--- src/rtl/clnb_pkg.sv ---
// Shared types and constants for the character panel nibble bus controller.
`default_nettype none

package clnb_pkg;

    // Request function codes.
    typedef enum logic [1:0] {
        FUNC_CMD    = 2'd0,
        FUNC_DATA   = 2'd1,
        FUNC_CURSOR = 2'd2,
        FUNC_STATUS = 2'd3
    } func_t;

    // What the front end waits for after a status read was issued.
    typedef enum logic [1:0] {
        PEND_NONE   = 2'd0,
        PEND_CMD    = 2'd1,
        PEND_DATA   = 2'd2,
        PEND_CURSOR = 2'd3
    } pend_t;

    // Configuration register indexes (word address bits).
    localparam logic [1:0] REG_LINE_WIDTH = 2'd0;
    localparam logic [1:0] REG_ROW2_START = 2'd1;
    localparam logic [1:0] REG_STROBE_WAIT = 2'd2;

    localparam int APB_AW = 4;
    localparam int APB_DW = 32;

    localparam logic [5:0]  LINE_WIDTH_RST  = 6'd24;
    localparam logic [6:0]  ROW2_START_RST  = 7'd64;
    localparam logic [15:0] STROBE_WAIT_RST = 16'd1000;

    localparam logic [7:0] SET_ADDR_CMD = 8'h80;

    // Depth of the run queue between front and back.
    localparam int QDEPTH = 2;

    // Phase numbers inside a run: 0..3 write phases, 4..7 status read phases.
    localparam logic [2:0] PH_FIRST_WRITE = 3'd0;
    localparam logic [2:0] PH_FIRST_READ  = 3'd4;
    localparam logic [2:0] PH_LAST        = 3'd7;

    typedef struct packed {
        logic [5:0]  line_width;
        logic [6:0]  second_row_start;
        logic [15:0] strobe_wait;
    } cfg_t;

    // One bus run: optional byte write followed by a status read.
    typedef struct packed {
        logic       has_byte;
        logic       rs;
        logic [7:0] data;
        logic [6:0] cursor;
    } run_t;

endpackage

`default_nettype wire

--- src/rtl/clnb_if.sv ---
// Valid/ready channel interfaces for requests and bus phase words.
`default_nettype none

interface clnb_req_if;
    logic       valid;
    logic       ready;
    logic [1:0] func;
    logic [7:0] value;

    modport source (output valid, output func, output value, input ready);
    modport sink   (input valid, input func, input value, output ready);
endinterface

interface clnb_phase_if;
    logic       valid;
    logic       ready;
    logic       reg_select;
    logic       read_not_write;
    logic       enable_strobe;
    logic [3:0] bus_nibble;
    logic       bus_drive;
    logic       sample_status;
    logic [6:0] cursor;
    logic       last;

    modport source (output valid, output reg_select, output read_not_write,
                    output enable_strobe, output bus_nibble, output bus_drive,
                    output sample_status, output cursor, output last, input ready);
    modport sink   (input valid, input reg_select, input read_not_write,
                    input enable_strobe, input bus_nibble, input bus_drive,
                    input sample_status, input cursor, input last, output ready);
endinterface

`default_nettype wire

--- src/rtl/clnb_front.sv ---
// Front end: accepts request words, tracks panel state and queues bus runs.
`default_nettype none

module clnb_front (
    input  wire logic          clk,
    input  wire logic          rst_n,
    clnb_req_if.sink           req,
    input  wire clnb_pkg::cfg_t cfg,
    input  wire logic          q_full,
    output logic               q_push,
    output clnb_pkg::run_t     q_data
);
    import clnb_pkg::*;

    logic [6:0] cursor_reg;
    logic [6:0] cursor_next;
    logic [7:0] target_reg;
    logic [7:0] target_next;
    pend_t      pend_reg;
    pend_t      pend_next;

    logic       accept;
    func_t      func;
    logic [6:0] new_cur;
    logic [7:0] row2_end;
    logic       tgt_gap;
    logic       tgt_past;
    logic       cur_gap;
    logic       cur_past;
    logic       push;
    run_t       run;

    assign req.ready = !q_full;
    assign accept    = req.valid && !q_full;
    assign func      = func_t'(req.func);
    assign new_cur   = req.value[6:0];
    assign row2_end  = {1'b0, cfg.second_row_start} + {2'b00, cfg.line_width};

    // Row checks: in the gap after row one, or past the end of row two.
    assign tgt_gap  = (target_reg >= {2'b00, cfg.line_width})
                   && (target_reg < {1'b0, cfg.second_row_start});
    assign tgt_past = target_reg >= row2_end;
    assign cur_gap  = ({1'b0, new_cur} >= {2'b00, cfg.line_width})
                   && (new_cur < cfg.second_row_start);
    assign cur_past = {1'b0, new_cur} >= row2_end;

    always_comb
    begin
        push        = 1'b0;
        run         = '{has_byte: 1'b0, rs: 1'b0, data: 8'h00, cursor: cursor_reg};
        cursor_next = cursor_reg;
        target_next = target_reg;
        pend_next   = pend_reg;
        unique case (func)
            FUNC_CMD:
            begin
                push         = 1'b1;
                run.has_byte = 1'b1;
                run.data     = req.value;
                pend_next    = PEND_CMD;
            end
            FUNC_DATA:
            begin
                push         = 1'b1;
                run.has_byte = 1'b1;
                run.rs       = 1'b1;
                run.data     = req.value;
                pend_next    = PEND_DATA;
            end
            FUNC_CURSOR:
            begin
                push        = 1'b1;
                target_next = req.value;
                pend_next   = PEND_CURSOR;
            end
            FUNC_STATUS:
            begin
                if (pend_reg != PEND_NONE)
                begin
                    cursor_next  = new_cur;
                    run.cursor   = new_cur;
                    run.has_byte = 1'b1;
                    if (pend_reg == PEND_CURSOR)
                    begin
                        pend_next = PEND_NONE;
                        priority if (tgt_gap)
                        begin
                            push      = 1'b1;
                            run.data  = SET_ADDR_CMD | {1'b0, cfg.second_row_start};
                            pend_next = PEND_CMD;
                        end
                        else if (tgt_past)
                        begin
                            push      = 1'b1;
                            run.data  = SET_ADDR_CMD;
                            pend_next = PEND_CMD;
                        end
                        else if ({1'b0, new_cur} != target_reg)
                        begin
                            push      = 1'b1;
                            run.data  = SET_ADDR_CMD | target_reg;
                            pend_next = PEND_CMD;
                        end
                    end
                    else if (req.value[7])
                    begin
                        // Panel still busy: read the status again.
                        push         = 1'b1;
                        run.has_byte = 1'b0;
                    end
                    else
                    begin
                        pend_next = PEND_NONE;
                        if (pend_reg == PEND_DATA)
                        begin
                            priority if (cur_gap)
                            begin
                                push      = 1'b1;
                                run.data  = SET_ADDR_CMD | {1'b0, cfg.second_row_start};
                                pend_next = PEND_CMD;
                            end
                            else if (cur_past)
                            begin
                                push      = 1'b1;
                                run.data  = SET_ADDR_CMD;
                                pend_next = PEND_CMD;
                            end
                        end
                    end
                end
            end
            default:
            begin
                push = 1'b0;
            end
        endcase
    end

    assign q_push = accept && push;
    assign q_data = run;

    always_ff @(posedge clk or negedge rst_n)
    begin
        if (!rst_n)
        begin
            cursor_reg <= '0;
            target_reg <= '0;
            pend_reg   <= PEND_NONE;
        end
        else if (accept)
        begin
            cursor_reg <= cursor_next;
            target_reg <= target_next;
            pend_reg   <= pend_next;
        end
    end

endmodule

`default_nettype wire

--- src/rtl/clnb_queue.sv ---
// Small register queue that holds bus runs between front and back.
`default_nettype none

module clnb_queue (
    input  wire logic           clk,
    input  wire logic           rst_n,
    input  wire logic           push,
    input  wire clnb_pkg::run_t push_data,
    output logic                full,
    input  wire logic           pop,
    output logic                not_empty,
    output clnb_pkg::run_t      pop_data
);
    import clnb_pkg::*;

    localparam int PW = (QDEPTH > 1) ? $clog2(QDEPTH) : 1;
    localparam int CW = $clog2(QDEPTH + 1);

    run_t          mem_reg [QDEPTH];
    logic [PW-1:0] wr_ptr_reg;
    logic [PW-1:0] wr_ptr_next;
    logic [PW-1:0] rd_ptr_reg;
    logic [PW-1:0] rd_ptr_next;
    logic [CW-1:0] count_reg;
    logic [CW-1:0] count_next;
    logic          do_push;
    logic          do_pop;

    assign full      = (count_reg == CW'(QDEPTH));
    assign not_empty = (count_reg != '0);
    assign pop_data  = mem_reg[rd_ptr_reg];
    assign do_push   = push && !full;
    assign do_pop    = pop && not_empty;

    always_comb
    begin
        wr_ptr_next = wr_ptr_reg;
        rd_ptr_next = rd_ptr_reg;
        count_next  = count_reg;
        if (do_push)
        begin
            wr_ptr_next = (wr_ptr_reg == PW'(QDEPTH - 1)) ? '0 : wr_ptr_reg + 1'b1;
        end
        if (do_pop)
        begin
            rd_ptr_next = (rd_ptr_reg == PW'(QDEPTH - 1)) ? '0 : rd_ptr_reg + 1'b1;
        end
        if (do_push && !do_pop)
        begin
            count_next = count_reg + 1'b1;
        end
        else if (do_pop && !do_push)
        begin
            count_next = count_reg - 1'b1;
        end
    end

    always_ff @(posedge clk or negedge rst_n)
    begin
        if (!rst_n)
        begin
            wr_ptr_reg <= '0;
            rd_ptr_reg <= '0;
            count_reg  <= '0;
        end
        else
        begin
            wr_ptr_reg <= wr_ptr_next;
            rd_ptr_reg <= rd_ptr_next;
            count_reg  <= count_next;
        end
    end

    always_ff @(posedge clk)
    begin
        if (do_push)
        begin
            mem_reg[wr_ptr_reg] <= push_data;
        end
    end

endmodule

`default_nettype wire

--- src/rtl/clnb_back.sv ---
// Back end: plays each bus run out as timed phase words.
`default_nettype none

module clnb_back (
    input  wire logic           clk,
    input  wire logic           rst_n,
    input  wire clnb_pkg::cfg_t cfg,
    input  wire logic           q_not_empty,
    input  wire clnb_pkg::run_t q_data,
    output logic                q_pop,
    clnb_phase_if.source        rsp
);
    import clnb_pkg::*;

    logic        busy_reg;
    logic        busy_next;
    run_t        run_reg;
    run_t        run_next;
    logic [2:0]  phase_reg;
    logic [2:0]  phase_next;
    logic [15:0] wait_reg;
    logic [15:0] wait_next;

    logic        out_valid_reg;
    logic        out_valid_next;
    logic        rs_reg, rs_next;
    logic        rnw_reg, rnw_next;
    logic        en_reg, en_next;
    logic [3:0]  nib_reg, nib_next;
    logic        drive_reg, drive_next;
    logic        smp_reg, smp_next;
    logic [6:0]  cur_reg, cur_next;
    logic        last_reg, last_next;

    logic        held;
    logic        emit;
    logic        is_read;

    assign q_pop   = !busy_reg && q_not_empty;
    assign held    = wait_reg >= cfg.strobe_wait;
    assign emit    = busy_reg && held && (!out_valid_reg || rsp.ready);
    assign is_read = phase_reg[2];

    always_comb
    begin
        busy_next      = busy_reg;
        run_next       = run_reg;
        phase_next     = phase_reg;
        wait_next      = wait_reg;
        out_valid_next = out_valid_reg && !rsp.ready;
        rs_next        = rs_reg;
        rnw_next       = rnw_reg;
        en_next        = en_reg;
        nib_next       = nib_reg;
        drive_next     = drive_reg;
        smp_next       = smp_reg;
        cur_next       = cur_reg;
        last_next      = last_reg;

        if (q_pop)
        begin
            busy_next  = 1'b1;
            run_next   = q_data;
            phase_next = q_data.has_byte ? PH_FIRST_WRITE : PH_FIRST_READ;
            wait_next  = '0;
        end
        else if (emit)
        begin
            out_valid_next = 1'b1;
            rs_next        = is_read ? 1'b0 : run_reg.rs;
            rnw_next       = is_read;
            en_next        = !phase_reg[0];
            nib_next       = is_read ? 4'h0
                           : (phase_reg[1] ? run_reg.data[3:0] : run_reg.data[7:4]);
            drive_next     = !is_read;
            smp_next       = (phase_reg == PH_LAST);
            cur_next       = run_reg.cursor;
            last_next      = (phase_reg == PH_LAST);
            wait_next      = '0;
            if (phase_reg == PH_LAST)
            begin
                busy_next = 1'b0;
            end
            else
            begin
                phase_next = phase_reg + 1'b1;
            end
        end
        else if (busy_reg && !held)
        begin
            wait_next = wait_reg + 1'b1;
        end
    end

    always_ff @(posedge clk or negedge rst_n)
    begin
        if (!rst_n)
        begin
            busy_reg      <= 1'b0;
            phase_reg     <= PH_FIRST_WRITE;
            wait_reg      <= '0;
            out_valid_reg <= 1'b0;
        end
        else
        begin
            busy_reg      <= busy_next;
            phase_reg     <= phase_next;
            wait_reg      <= wait_next;
            out_valid_reg <= out_valid_next;
        end
    end

    always_ff @(posedge clk)
    begin
        run_reg   <= run_next;
        rs_reg    <= rs_next;
        rnw_reg   <= rnw_next;
        en_reg    <= en_next;
        nib_reg   <= nib_next;
        drive_reg <= drive_next;
        smp_reg   <= smp_next;
        cur_reg   <= cur_next;
        last_reg  <= last_next;
    end

    assign rsp.valid          = out_valid_reg;
    assign rsp.reg_select     = rs_reg;
    assign rsp.read_not_write = rnw_reg;
    assign rsp.enable_strobe  = en_reg;
    assign rsp.bus_nibble     = nib_reg;
    assign rsp.bus_drive      = drive_reg;
    assign rsp.sample_status  = smp_reg;
    assign rsp.cursor         = cur_reg;
    assign rsp.last           = last_reg;

endmodule

`default_nettype wire

--- src/rtl/char_lcd_nibble_bus_controller_top.sv ---
// Top level of the character panel nibble bus controller.
//
//  Channel  Direction  Carries
//  -------  ---------  ------------------------------------------------------
//  req      in         one request word: func and value (command, data byte,
//                      cursor target, or the panel status byte read back)
//  rsp      out        one bus phase word: control lines, nibble, drive,
//                      status sample flag, cursor and end-of-run mark
//  APB      in/out     line_width, second_row_start, strobe_wait registers
//
// Each bus phase is held by the phase timer in the back end until it has counted
// up to strobe_wait, so a run of 8 phases (byte plus status read) is played out
// phase by phase, and a status-only run plays only its status read phases.
// The front end accepts a request word every cycle while the run queue has room.
// Reset is asynchronous and active low; it clears the panel tracking state,
// the queue and the phase sequencer and loads the register defaults.
// A stalled rsp channel holds the current phase word and stops the sequencer;
// the front keeps accepting words until the queue fills.
`default_nettype none

module char_lcd_nibble_bus_controller_top (
    input  wire logic                          clk,
    input  wire logic                          rst_n,
    clnb_req_if.sink                           req,
    clnb_phase_if.source                       rsp,
    input  wire logic                          psel,
    input  wire logic                          penable,
    input  wire logic                          pwrite,
    input  wire logic [clnb_pkg::APB_AW-1:0]   paddr,
    input  wire logic [clnb_pkg::APB_DW-1:0]   pwdata,
    output logic      [clnb_pkg::APB_DW-1:0]   prdata,
    output logic                               pready
);
    import clnb_pkg::*;

    // Configuration registers.
    logic [5:0]  line_width_reg;
    logic [6:0]  row2_start_reg;
    logic [15:0] strobe_wait_reg;
    logic        cfg_write;
    logic [1:0]  reg_index;
    cfg_t        cfg;

    // Queue between front and back.
    logic        q_push;
    run_t        q_push_data;
    logic        q_full;
    logic        q_pop;
    logic        q_not_empty;
    run_t        q_pop_data;

    assign pready    = 1'b1;
    assign reg_index = paddr[3:2];
    assign cfg_write = psel && penable && pwrite && pready;

    always_ff @(posedge clk or negedge rst_n)
    begin
        if (!rst_n)
        begin
            line_width_reg  <= LINE_WIDTH_RST;
            row2_start_reg  <= ROW2_START_RST;
            strobe_wait_reg <= STROBE_WAIT_RST;
        end
        else if (cfg_write)
        begin
            // Writes to an address beyond the register list are dropped.
            unique case (reg_index)
                REG_LINE_WIDTH:  line_width_reg  <= pwdata[5:0];
                REG_ROW2_START:  row2_start_reg  <= pwdata[6:0];
                REG_STROBE_WAIT: strobe_wait_reg <= pwdata[15:0];
                default:         line_width_reg  <= line_width_reg;
            endcase
        end
    end

    always_comb
    begin
        unique case (reg_index)
            REG_LINE_WIDTH:  prdata = {{(APB_DW - 6){1'b0}}, line_width_reg};
            REG_ROW2_START:  prdata = {{(APB_DW - 7){1'b0}}, row2_start_reg};
            REG_STROBE_WAIT: prdata = {{(APB_DW - 16){1'b0}}, strobe_wait_reg};
            default:         prdata = '0;
        endcase
    end

    assign cfg = '{line_width: line_width_reg,
                   second_row_start: row2_start_reg,
                   strobe_wait: strobe_wait_reg};

    // The front end classifies each request against the tracked cursor and
    // pending status, and queues at most one bus run per request.
    clnb_front u_front (
        .clk    (clk),
        .rst_n  (rst_n),
        .req    (req),
        .cfg    (cfg),
        .q_full (q_full),
        .q_push (q_push),
        .q_data (q_push_data)
    );

    clnb_queue u_queue (
        .clk       (clk),
        .rst_n     (rst_n),
        .push      (q_push),
        .push_data (q_push_data),
        .full      (q_full),
        .pop       (q_pop),
        .not_empty (q_not_empty),
        .pop_data  (q_pop_data)
    );

    // The back end turns each run into enable-high/enable-low phase pairs, with the
    // data nibble set in the same phase word that raises enable, then the status read.
    clnb_back u_back (
        .clk         (clk),
        .rst_n       (rst_n),
        .cfg         (cfg),
        .q_not_empty (q_not_empty),
        .q_data      (q_pop_data),
        .q_pop       (q_pop),
        .rsp         (rsp)
    );

endmodule

`default_nettype wire
--- src/flat_wrapper.sv ---
// flat-port wrapper written by rule: the top's interface ports become plain ports
module char_lcd_nibble_bus_controller_top_flat import clnb_pkg::*;
  (clk, rst_n, psel, penable, pwrite, paddr, pwdata, prdata, pready, req_valid, req_func, req_value, req_ready, rsp_valid, rsp_reg_select, rsp_read_not_write, rsp_enable_strobe, rsp_bus_nibble, rsp_bus_drive, rsp_sample_status, rsp_cursor, rsp_last, rsp_ready);
  clnb_req_if req_i ();
  clnb_phase_if rsp_i ();
  input  wire logic clk;
  input  wire logic rst_n;
  input  wire logic psel;
  input  wire logic penable;
  input  wire logic pwrite;
  input  wire logic [clnb_pkg::APB_AW-1:0] paddr;
  input  wire logic [clnb_pkg::APB_DW-1:0] pwdata;
  output logic      [clnb_pkg::APB_DW-1:0] prdata;
  output logic pready;
  input wire logic [$bits(req_i.valid)-1:0] req_valid;
  input wire logic [$bits(req_i.func)-1:0] req_func;
  input wire logic [$bits(req_i.value)-1:0] req_value;
  output wire logic [$bits(req_i.ready)-1:0] req_ready;
  output wire logic [$bits(rsp_i.valid)-1:0] rsp_valid;
  output wire logic [$bits(rsp_i.reg_select)-1:0] rsp_reg_select;
  output wire logic [$bits(rsp_i.read_not_write)-1:0] rsp_read_not_write;
  output wire logic [$bits(rsp_i.enable_strobe)-1:0] rsp_enable_strobe;
  output wire logic [$bits(rsp_i.bus_nibble)-1:0] rsp_bus_nibble;
  output wire logic [$bits(rsp_i.bus_drive)-1:0] rsp_bus_drive;
  output wire logic [$bits(rsp_i.sample_status)-1:0] rsp_sample_status;
  output wire logic [$bits(rsp_i.cursor)-1:0] rsp_cursor;
  output wire logic [$bits(rsp_i.last)-1:0] rsp_last;
  input wire logic [$bits(rsp_i.ready)-1:0] rsp_ready;
  assign req_i.valid = req_valid;
  assign req_i.func = req_func;
  assign req_i.value = req_value;
  assign req_ready = req_i.ready;
  assign rsp_valid = rsp_i.valid;
  assign rsp_reg_select = rsp_i.reg_select;
  assign rsp_read_not_write = rsp_i.read_not_write;
  assign rsp_enable_strobe = rsp_i.enable_strobe;
  assign rsp_bus_nibble = rsp_i.bus_nibble;
  assign rsp_bus_drive = rsp_i.bus_drive;
  assign rsp_sample_status = rsp_i.sample_status;
  assign rsp_cursor = rsp_i.cursor;
  assign rsp_last = rsp_i.last;
  assign rsp_i.ready = rsp_ready;
  char_lcd_nibble_bus_controller_top u_core (.clk(clk), .rst_n(rst_n), .req(req_i), .rsp(rsp_i), .psel(psel), .penable(penable), .pwrite(pwrite), .paddr(paddr), .pwdata(pwdata), .prdata(prdata), .pready(pready));
endmodule
--- config.mk ---
export PLATFORM = sky130hd
export DESIGN_NAME = char_lcd_nibble_bus_controller_top_flat
export DESIGN_NICKNAME = d
export VERILOG_FILES = /design/src/rtl/clnb_pkg.sv /design/src/rtl/clnb_if.sv /design/src/rtl/clnb_front.sv /design/src/rtl/clnb_queue.sv /design/src/rtl/clnb_back.sv /design/src/rtl/char_lcd_nibble_bus_controller_top.sv /design/src/flat_wrapper.sv
export SDC_FILE = /design/constraint.sdc
export NUM_CORES = 1
export LEC_CHECK = 0
export BUFFER_PORTS_ARGS = -buffer_cell sky130_fd_sc_hd__buf_2
export CAP_MARGIN = 20
export CORE_AREA = 2 2 121 123
export DETAILED_ROUTE_END_ITERATION = 8
export DIE_AREA = 0 0 123 125
export PLACE_DENSITY = 0.79
export REMOVE_ABC_BUFFERS = 1
export SLEW_MARGIN = 20
export SYNTH_ARGS = -nofsm -noshare
export SYNTH_HDL_FRONTEND = slang
export SYNTH_HIERARCHICAL = 1
export SYNTH_SLANG_ARGS = --single-unit
export TNS_END_PERCENT = 1
--- constraint.sdc ---
create_clock -name clk -period 4.9 [get_ports clk]
set_clock_uncertainty 0.15 [all_clocks]
set_input_delay 0.735 -clock clk [delete_from_list [all_inputs] [get_ports clk]]
set_output_delay 0.735 -clock clk [all_outputs]
set_load 0.005 [all_outputs]
==> results of run 1 <==
power groups by stage:
stage	clock, mW	sequential (mW)	combinational [mW]
floorplan	0	1.76	1.35
detailed placement	0	1.85	1.74
global placement	0	1.83	1.64
global route	1.40	1.87	1.97
finish	1.33	1.83	1.78
CTS	1.34	1.83	1.76
cell usage after synthesis (all sizes together) (4+ instances only):
master and n:
nor2b 6, nand4 5, mux2 72, o2111ai 4, inv 43, a21o 10
and3 10, nand2b 8, nor3 4, or3 4, mux2i 12, buf 28
dfstp 9, a2111oi 4, a211oi 6, o21ai 37, nor2 29, nand2 35
xor2 20, o211ai 10, o21a 6, ha 70, dfrtp 62, xnor2 8
nand3 16, edfxtp 66, and2 9, a21oi 19
timing repair:
item                       CTS  global route
setup endpoints to repair    0             1
setup buffers                0             0
gates resized for setup      0             1
layer usage:
metal	wire, um	vias to the layer above	part of all wire, %	GRT usage, %
met2	8400	173	51	38.9
met1	6980	2643	42	28.5
met4	447	0	2.7	9.63
met5	0	-	0	0
met3	767	35	4.6	5.52
li1	-	2520	-	-
worst paths after layout:
kind,startpoint,endpoint,cells past startpoint
worst max-delay path,u_core/row2_start_reg[0],u_core/u_queue/count_reg[1],19
worst min-delay path,rst_n,u_core/u_front/target_reg[6],1
worst max register to register,u_core/row2_start_reg[0],u_core/u_queue/count_reg[1],19
worst min register to register,u_core/u_back/run_reg[2],u_core/u_back/rsp.cursor[2],0
max in group asynchronous,rst_n,u_core/row2_start_reg[6],2
min in group clk,u_core/u_back/run_reg[2],u_core/u_back/rsp.cursor[2],0
area by class of cell:
cell class,count,area [sq um]
Fill cell,1089,5140
Multi-Input combinational cell,458,3910
Sequential cell,137,3770
Clock buffer,18,439
Timing Repair Buffer,72,368
Tap cell,184,230
Clock inverter,14,179
Inverter,43,161
stage by stage:
step / worst slack (ps) / hold WS, ps
2_1_floorplan: 515 / 250
3_3_place_gp: 415 / 252
3_5_place_dp: 321 / 256
4_1_cts: 230 / 250
5_1_grt: 69.2 / 279
6_report: 250 / 233
cell families after synthesis:
logic type | synth area share [%]
mux | 12.4
flops | 47.0
compound gates | 11.4
xor+xnor | 3.06
other cells | 0.0936
fa+ha+maj | 11.3
simple gates | 9.75
buf+inv | 5.01
worst max-delay path: stages (launching register included):
cell                        delay, ps
sky130_fd_sc_hd__dfrtp_1          450
sky130_fd_sc_hd__ha_1             260
sky130_fd_sc_hd__fa_1             400
sky130_fd_sc_hd__a21o_1           190
sky130_fd_sc_hd__a21oi_1          250
sky130_fd_sc_hd__o21bai_1         110
sky130_fd_sc_hd__a21oi_1          180
sky130_fd_sc_hd__xnor2_1          170
sky130_fd_sc_hd__ha_1             280
sky130_fd_sc_hd__and3_1           170
sky130_fd_sc_hd__a221o_1          300
sky130_fd_sc_hd__a31o_2           230
sky130_fd_sc_hd__o2bb2ai_1        190
sky130_fd_sc_hd__a221oi_2         330
sky130_fd_sc_hd__a221oi_2         100
sky130_fd_sc_hd__nand2_1          120
sky130_fd_sc_hd__inv_1             60
sky130_fd_sc_hd__ha_1             330
sky130_fd_sc_hd__nor2_1           150
sky130_fd_sc_hd__xor2_1           150
==> flow_metrics.env, run 1 <==
export IMPL_outcome="completed"
export IMPL_final_instance_count_excl_fill=926
export IMPL_worstPathArrival_ps=4850
export IMPL_grt_setup_unrepaired="false"
export IMPL_synth_seq_cells=137
export IMPL_routed_via_count=5371
export IMPL_r2r_setup_slack_ps=250
export IMPL_io_pins=105
export IMPL_most_common_layout_cells="sky130_fd_sc_hd__ha_1, sky130_fd_sc_hd__buf_2, sky130_fd_sc_hd__edfxtp_1"
export IMPL_final_nets=853
export IMPL_timing_max_transition_violations_final=0
export IMPL_die_h_um=125
export IMPL_synthFlopType="sky130_fd_sc_hd__edfxtp_1"
export IMPL_cell_internal_pwr_mw=3.18
export IMPL_detailedRoute_firstPassIterationCount=5
export IMPL_floorplan_die_width_um=123
export IMPL_hold_class="in -> async"
export IMPL_synth_cells=654
export IMPL_power_density_nw_per_um2=545
export IMPL_largest_register_ffs=34
export IMPL_synth_top_cells_by_area="sky130_fd_sc_hd__edfxtp_1, sky130_fd_sc_hd__dfrtp_1, sky130_fd_sc_hd__ha_1, sky130_fd_sc_hd__mux2_2, sky130_fd_sc_hd__mux2_4"
export IMPL_detail_routed_net_length_per_standard_cell_um=17.9
export IMPL_grt_start_max_net_pins=42
export IMPL_synth_top_area_cell="sky130_fd_sc_hd__edfxtp_1"
export IMPL_critical_path_fanouts_max=6
export IMPL_final_util_pct=63.8
export IMPL_yosysWarningCount=6
export IMPL_number_of_enable_flip_flop_cells_after_synthesis=66
export IMPL_floorplan_rows=44
export IMPL_core_sq_um=14200
export IMPL_clock_power_share_pct=26.9
export IMPL_period_needed_ps=4650
export IMPL_final_count_of_hold_timing_violations=0
export IMPL_netlist_cell_type_count=82
export IMPL_worst_setup_path_type="reg -> reg"
export IMPL_setup_violations_final=0
export IMPL_seq_power_share_pct=37.1
export IMPL_antenna_diode_count=0
export IMPL_tns_ps=0
export IMPL_area_growth_synth_to_final_pct=12.9
export IMPL_drc=0
export IMPL_grt_first_pass_wirelength_mm=27.6
export IMPL_layout_drive_gt1_share_pct=30.9
export IMPL_synth_seq_area_share_pct=47.0
export IMPL_tightest_slew_ps=993
export IMPL_maxCapViolCount=0
export IMPL_power_switching_fraction_pct=35.7
export IMPL_cts_path_max_buffers=2
export IMPL_cp_start_kind="register"
export IMPL_cts_tree="built"
export IMPL_clock_tree_sinks=137
export IMPL_yosysTopAreaCellShare_pct=24.7
export IMPL_design_area_sq_um=9060
export IMPL_max_transition_margin_pct=33.7
export IMPL_dpl_instance_area_sq_um=8430
export IMPL_combPwrFrac_pct=36.0
export IMPL_gp_congestion=0.927
export IMPL_via_per_inst=5.80
export IMPL_num_cts_buffers=17
export IMPL_drt_total_wl_mm=16.6
export IMPL_cts_reportedPaths_clkPinSlew_ps=60
export IMPL_synthArstFlopShare_pct=51.8
export IMPL_dpl_cell_count=894
export IMPL_worst_ir_drop_vdd_mv=0.263
export IMPL_h_tree_depth=4
export IMPL_gr_total_overflow=0
export IMPL_dp_hpwl_mm=12.0
export IMPL_drt_iter0_markers=385
export IMPL_grt_usage_pct=23.2
export IMPL_post_cts_hold_buffer_count=0
export IMPL_finalCritPeriodShare_pct=94.9
export IMPL_worst_skew_pair_late_latency_ps=420
export IMPL_port_buffers=69
export IMPL_finalPower_mw=4.94
export IMPL_grt_pass1_vias=5674
export IMPL_grt_antenna_before_repair=0
export IMPL_synth_cell_area_sq_um=8020
export IMPL_ant_nets=0
export IMPL_clock_tree_root_cell="sky130_fd_sc_hd__clkbuf_16"
export IMPL_max_clock_freq_mhz=215
export IMPL_p_leak_nw=4.01
export IMPL_avgSynthCellArea_sq_um=12.3
export IMPL_initial_utilization_pct=56.5
export IMPL_total_switching_power_mw=1.76
export IMPL_timing_critical_path_required_ps=5100
export IMPL_die_ar_sq_um=15400
export IMPL_end_kind="register"
export IMPL_leading_cell_type_in_the_layout_fill_and_taps_excluded="sky130_fd_sc_hd__ha_1"
Note: power is estimated with default switching activity, not from simulation.
==> inputs of run 2 (changes only) <==
--- a/config.mk
+++ b/config.mk
@@ -11,7 +11,6 @@
 export DETAILED_ROUTE_END_ITERATION = 8
 export DIE_AREA = 0 0 123 125
 export PLACE_DENSITY = 0.79
-export REMOVE_ABC_BUFFERS = 1
 export SLEW_MARGIN = 20
 export SYNTH_ARGS = -nofsm -noshare
 export SYNTH_HDL_FRONTEND = slang
==> flow_metrics.env, run 2 (synthesis results as in run 1) <==
export IMPL_outcome="completed"
export IMPL_grt_start_max_net_pins=41
export IMPL_grt_setup_unrepaired="false"
export IMPL_worstPathArrival_ps=4750
export IMPL_floorplan_die_width_um=123
export IMPL_dpl_instance_area_sq_um=8430
export IMPL_design_area_sq_um=9000
export IMPL_ant_nets=0
export IMPL_timing_critical_path_required_ps=5090
export IMPL_most_common_layout_cells="sky130_fd_sc_hd__ha_1, sky130_fd_sc_hd__buf_2, sky130_fd_sc_hd__edfxtp_1"
export IMPL_max_transition_margin_pct=30.9
export IMPL_post_cts_setup_buffer_count=0
export IMPL_preCtsSetupSlack_ps=316
export IMPL_tns_ps=0
export IMPL_final_count_of_hold_timing_violations=0
export IMPL_routed_via_count=5255
export IMPL_timing_max_transition_violations_final=0
export IMPL_final_instance_count_excl_fill=926
export IMPL_io_pins=105
export IMPL_detailedRoute_firstPassIterationCount=6
export IMPL_num_cts_buffers=17
export IMPL_cp_start_kind="register"
export IMPL_critical_path_reg2reg_endpoint="u_core/u_queue/count_reg[1]"
export IMPL_regToRegStartpoint="u_core/row2_start_reg[0]"
export IMPL_finalCritPeriodShare_pct=93.0
export IMPL_worst_ir_drop_vdd_mv=0.328
export IMPL_drc=0
export IMPL_dp_hpwl_mm=11.9
export IMPL_via_per_inst=5.67
export IMPL_final_util_pct=63.3
export IMPL_cts_reportedPaths_clkPinSlew_ps=60
export IMPL_final_nets=853
export IMPL_r2r_cells=19
export IMPL_grt_usage_pct=22.3
export IMPL_p_leak_nw=3.98
export IMPL_grt_antenna_before_repair=0
export IMPL_drt_total_wl_mm=16.2
export IMPL_h_tree_depth=4
export IMPL_power_density_nw_per_um2=535
export IMPL_clock_tree_root_cell="sky130_fd_sc_hd__clkbuf_16"
export IMPL_finalPower_mw=4.81
export IMPL_max_clock_freq_mhz=219
export IMPL_cts_tree="built"
export IMPL_cts_path_max_buffers=2
export IMPL_critical_path_fanouts_max=6
export IMPL_end_kind="register"
export IMPL_die_h_um=125
export IMPL_worst_setup_path_type="reg -> reg"
export IMPL_grt_pass1_vias=5508
export IMPL_port_buffers=69
export IMPL_hold_class="in -> async"
export IMPL_initial_utilization_pct=56.5
export IMPL_antenna_diode_count=0
export IMPL_clock_tree_sinks=137
export IMPL_floorplan_rows=44
export IMPL_final_critical_path_setup_slack_ps=343
export IMPL_gr_total_overflow=0
export IMPL_period_needed_ps=4560
export IMPL_drt_iter0_markers=363
export IMPL_worst_skew_pair_late_latency_ps=420
export IMPL_die_ar_sq_um=15400
export IMPL_core_sq_um=14200
export IMPL_area_growth_synth_to_final_pct=12.2
export IMPL_setup_violations_final=0
export IMPL_layout_drive_gt1_share_pct=30.5
export IMPL_leading_cell_type_in_the_layout_fill_and_taps_excluded="sky130_fd_sc_hd__ha_1"
export IMPL_tightest_slew_ps=1040
export IMPL_maxCapViolCount=0
export IMPL_largest_register_ffs=34
export IMPL_gp_congestion=0.918
export IMPL_grt_first_pass_wirelength_mm=26.7
export IMPL_r2r_setup_slack_ps=340
export IMPL_final_hold_worst_slack_ps=231
export IMPL_detail_routed_net_length_per_standard_cell_um=17.5
export IMPL_dpl_cell_count=894
-- run 2: cell count changes in the layout (fill, tap and decap cells not counted), sizes merged --
| cell | delta |
|---|---|
| clkinv | +4 |
| bufinv | -1 |
| clkbuf | +1 |
| clkinvlp | -1 |
| inv | -3 |
-- run 2: worst max-delay path by stage --
| stage | end | depth (start not counted) | start |
|---|---|---|---|
| after floorplan | u_core/u_queue/mem_reg[0][0] | 14 | u_core/row2_start_reg[0] |
| after global placement | u_core/u_queue/count_reg[1] | 20 | u_core/row2_start_reg[0] |
| after detailed placement | u_core/u_queue/count_reg[1] | 19 | u_core/row2_start_reg[0] |
| after CTS | u_core/u_queue/count_reg[1] | 19 | u_core/row2_start_reg[0] |
| after global routing | u_core/u_queue/count_reg[1] | 20 | u_core/row2_start_reg[0] |
| final | u_core/u_queue/count_reg[1] | 19 | u_core/row2_start_reg[0] |
-- run 2: critical path, cell delays in order (launching register included) --
cell                        delay (ps)
sky130_fd_sc_hd__dfrtp_1           440
sky130_fd_sc_hd__ha_1              250
sky130_fd_sc_hd__fa_1              410
sky130_fd_sc_hd__a21o_1            190
sky130_fd_sc_hd__a21oi_1           210
sky130_fd_sc_hd__o21bai_1           90
sky130_fd_sc_hd__a21oi_1           170
sky130_fd_sc_hd__xnor2_1           170
sky130_fd_sc_hd__ha_1              290
sky130_fd_sc_hd__and3_1            170
sky130_fd_sc_hd__a221o_1           290
sky130_fd_sc_hd__a31o_2            240
sky130_fd_sc_hd__o2bb2ai_1         170
sky130_fd_sc_hd__a221oi_2          290
sky130_fd_sc_hd__a221oi_2          110
sky130_fd_sc_hd__nand2_1           120
sky130_fd_sc_hd__inv_1              60
sky130_fd_sc_hd__ha_1              320
sky130_fd_sc_hd__nor2_1            140
sky130_fd_sc_hd__xor2_1            150
-- run 2: timing repair --
action	4_1_cts	5_1_grt
hold buffers	0	0
resized for setup	0	1
setup endpoints to repair	0	1
-- run 2: cell type report --
| class | instances | area [sq um] |
|---|---|---|
| fill | 1077 | 5210 |
| multi-input combinational | 458 | 3910 |
| sequential | 137 | 3770 |
| clock buffer | 19 | 433 |
| timing repair buffer | 72 | 368 |
| tap | 184 | 230 |
| inverter | 43 | 161 |
| clock inverter | 13 | 123 |
-- run 2: power breakdown --
part / internal (mW) / switching (mW) / total [mW] / leakage, nW
combinational: 0.840 / 0.927 / 1.77 / 2.24
clock: 0.704 / 0.493 / 1.20 / 0.275
sequential: 1.55 / 0.298 / 1.85 / 1.47
total: 3.09 / 1.72 / 4.81 / 3.98
-- run 2: metal layers --
metal	vias to the layer above	global-route usage (%)	part of all wire, %
met3	28	4.93	4.9
met5	-	0	0
li1	2517	-	-
met4	0	8.89	2.2
met1	2565	29.4	44
met2	145	35.9	49
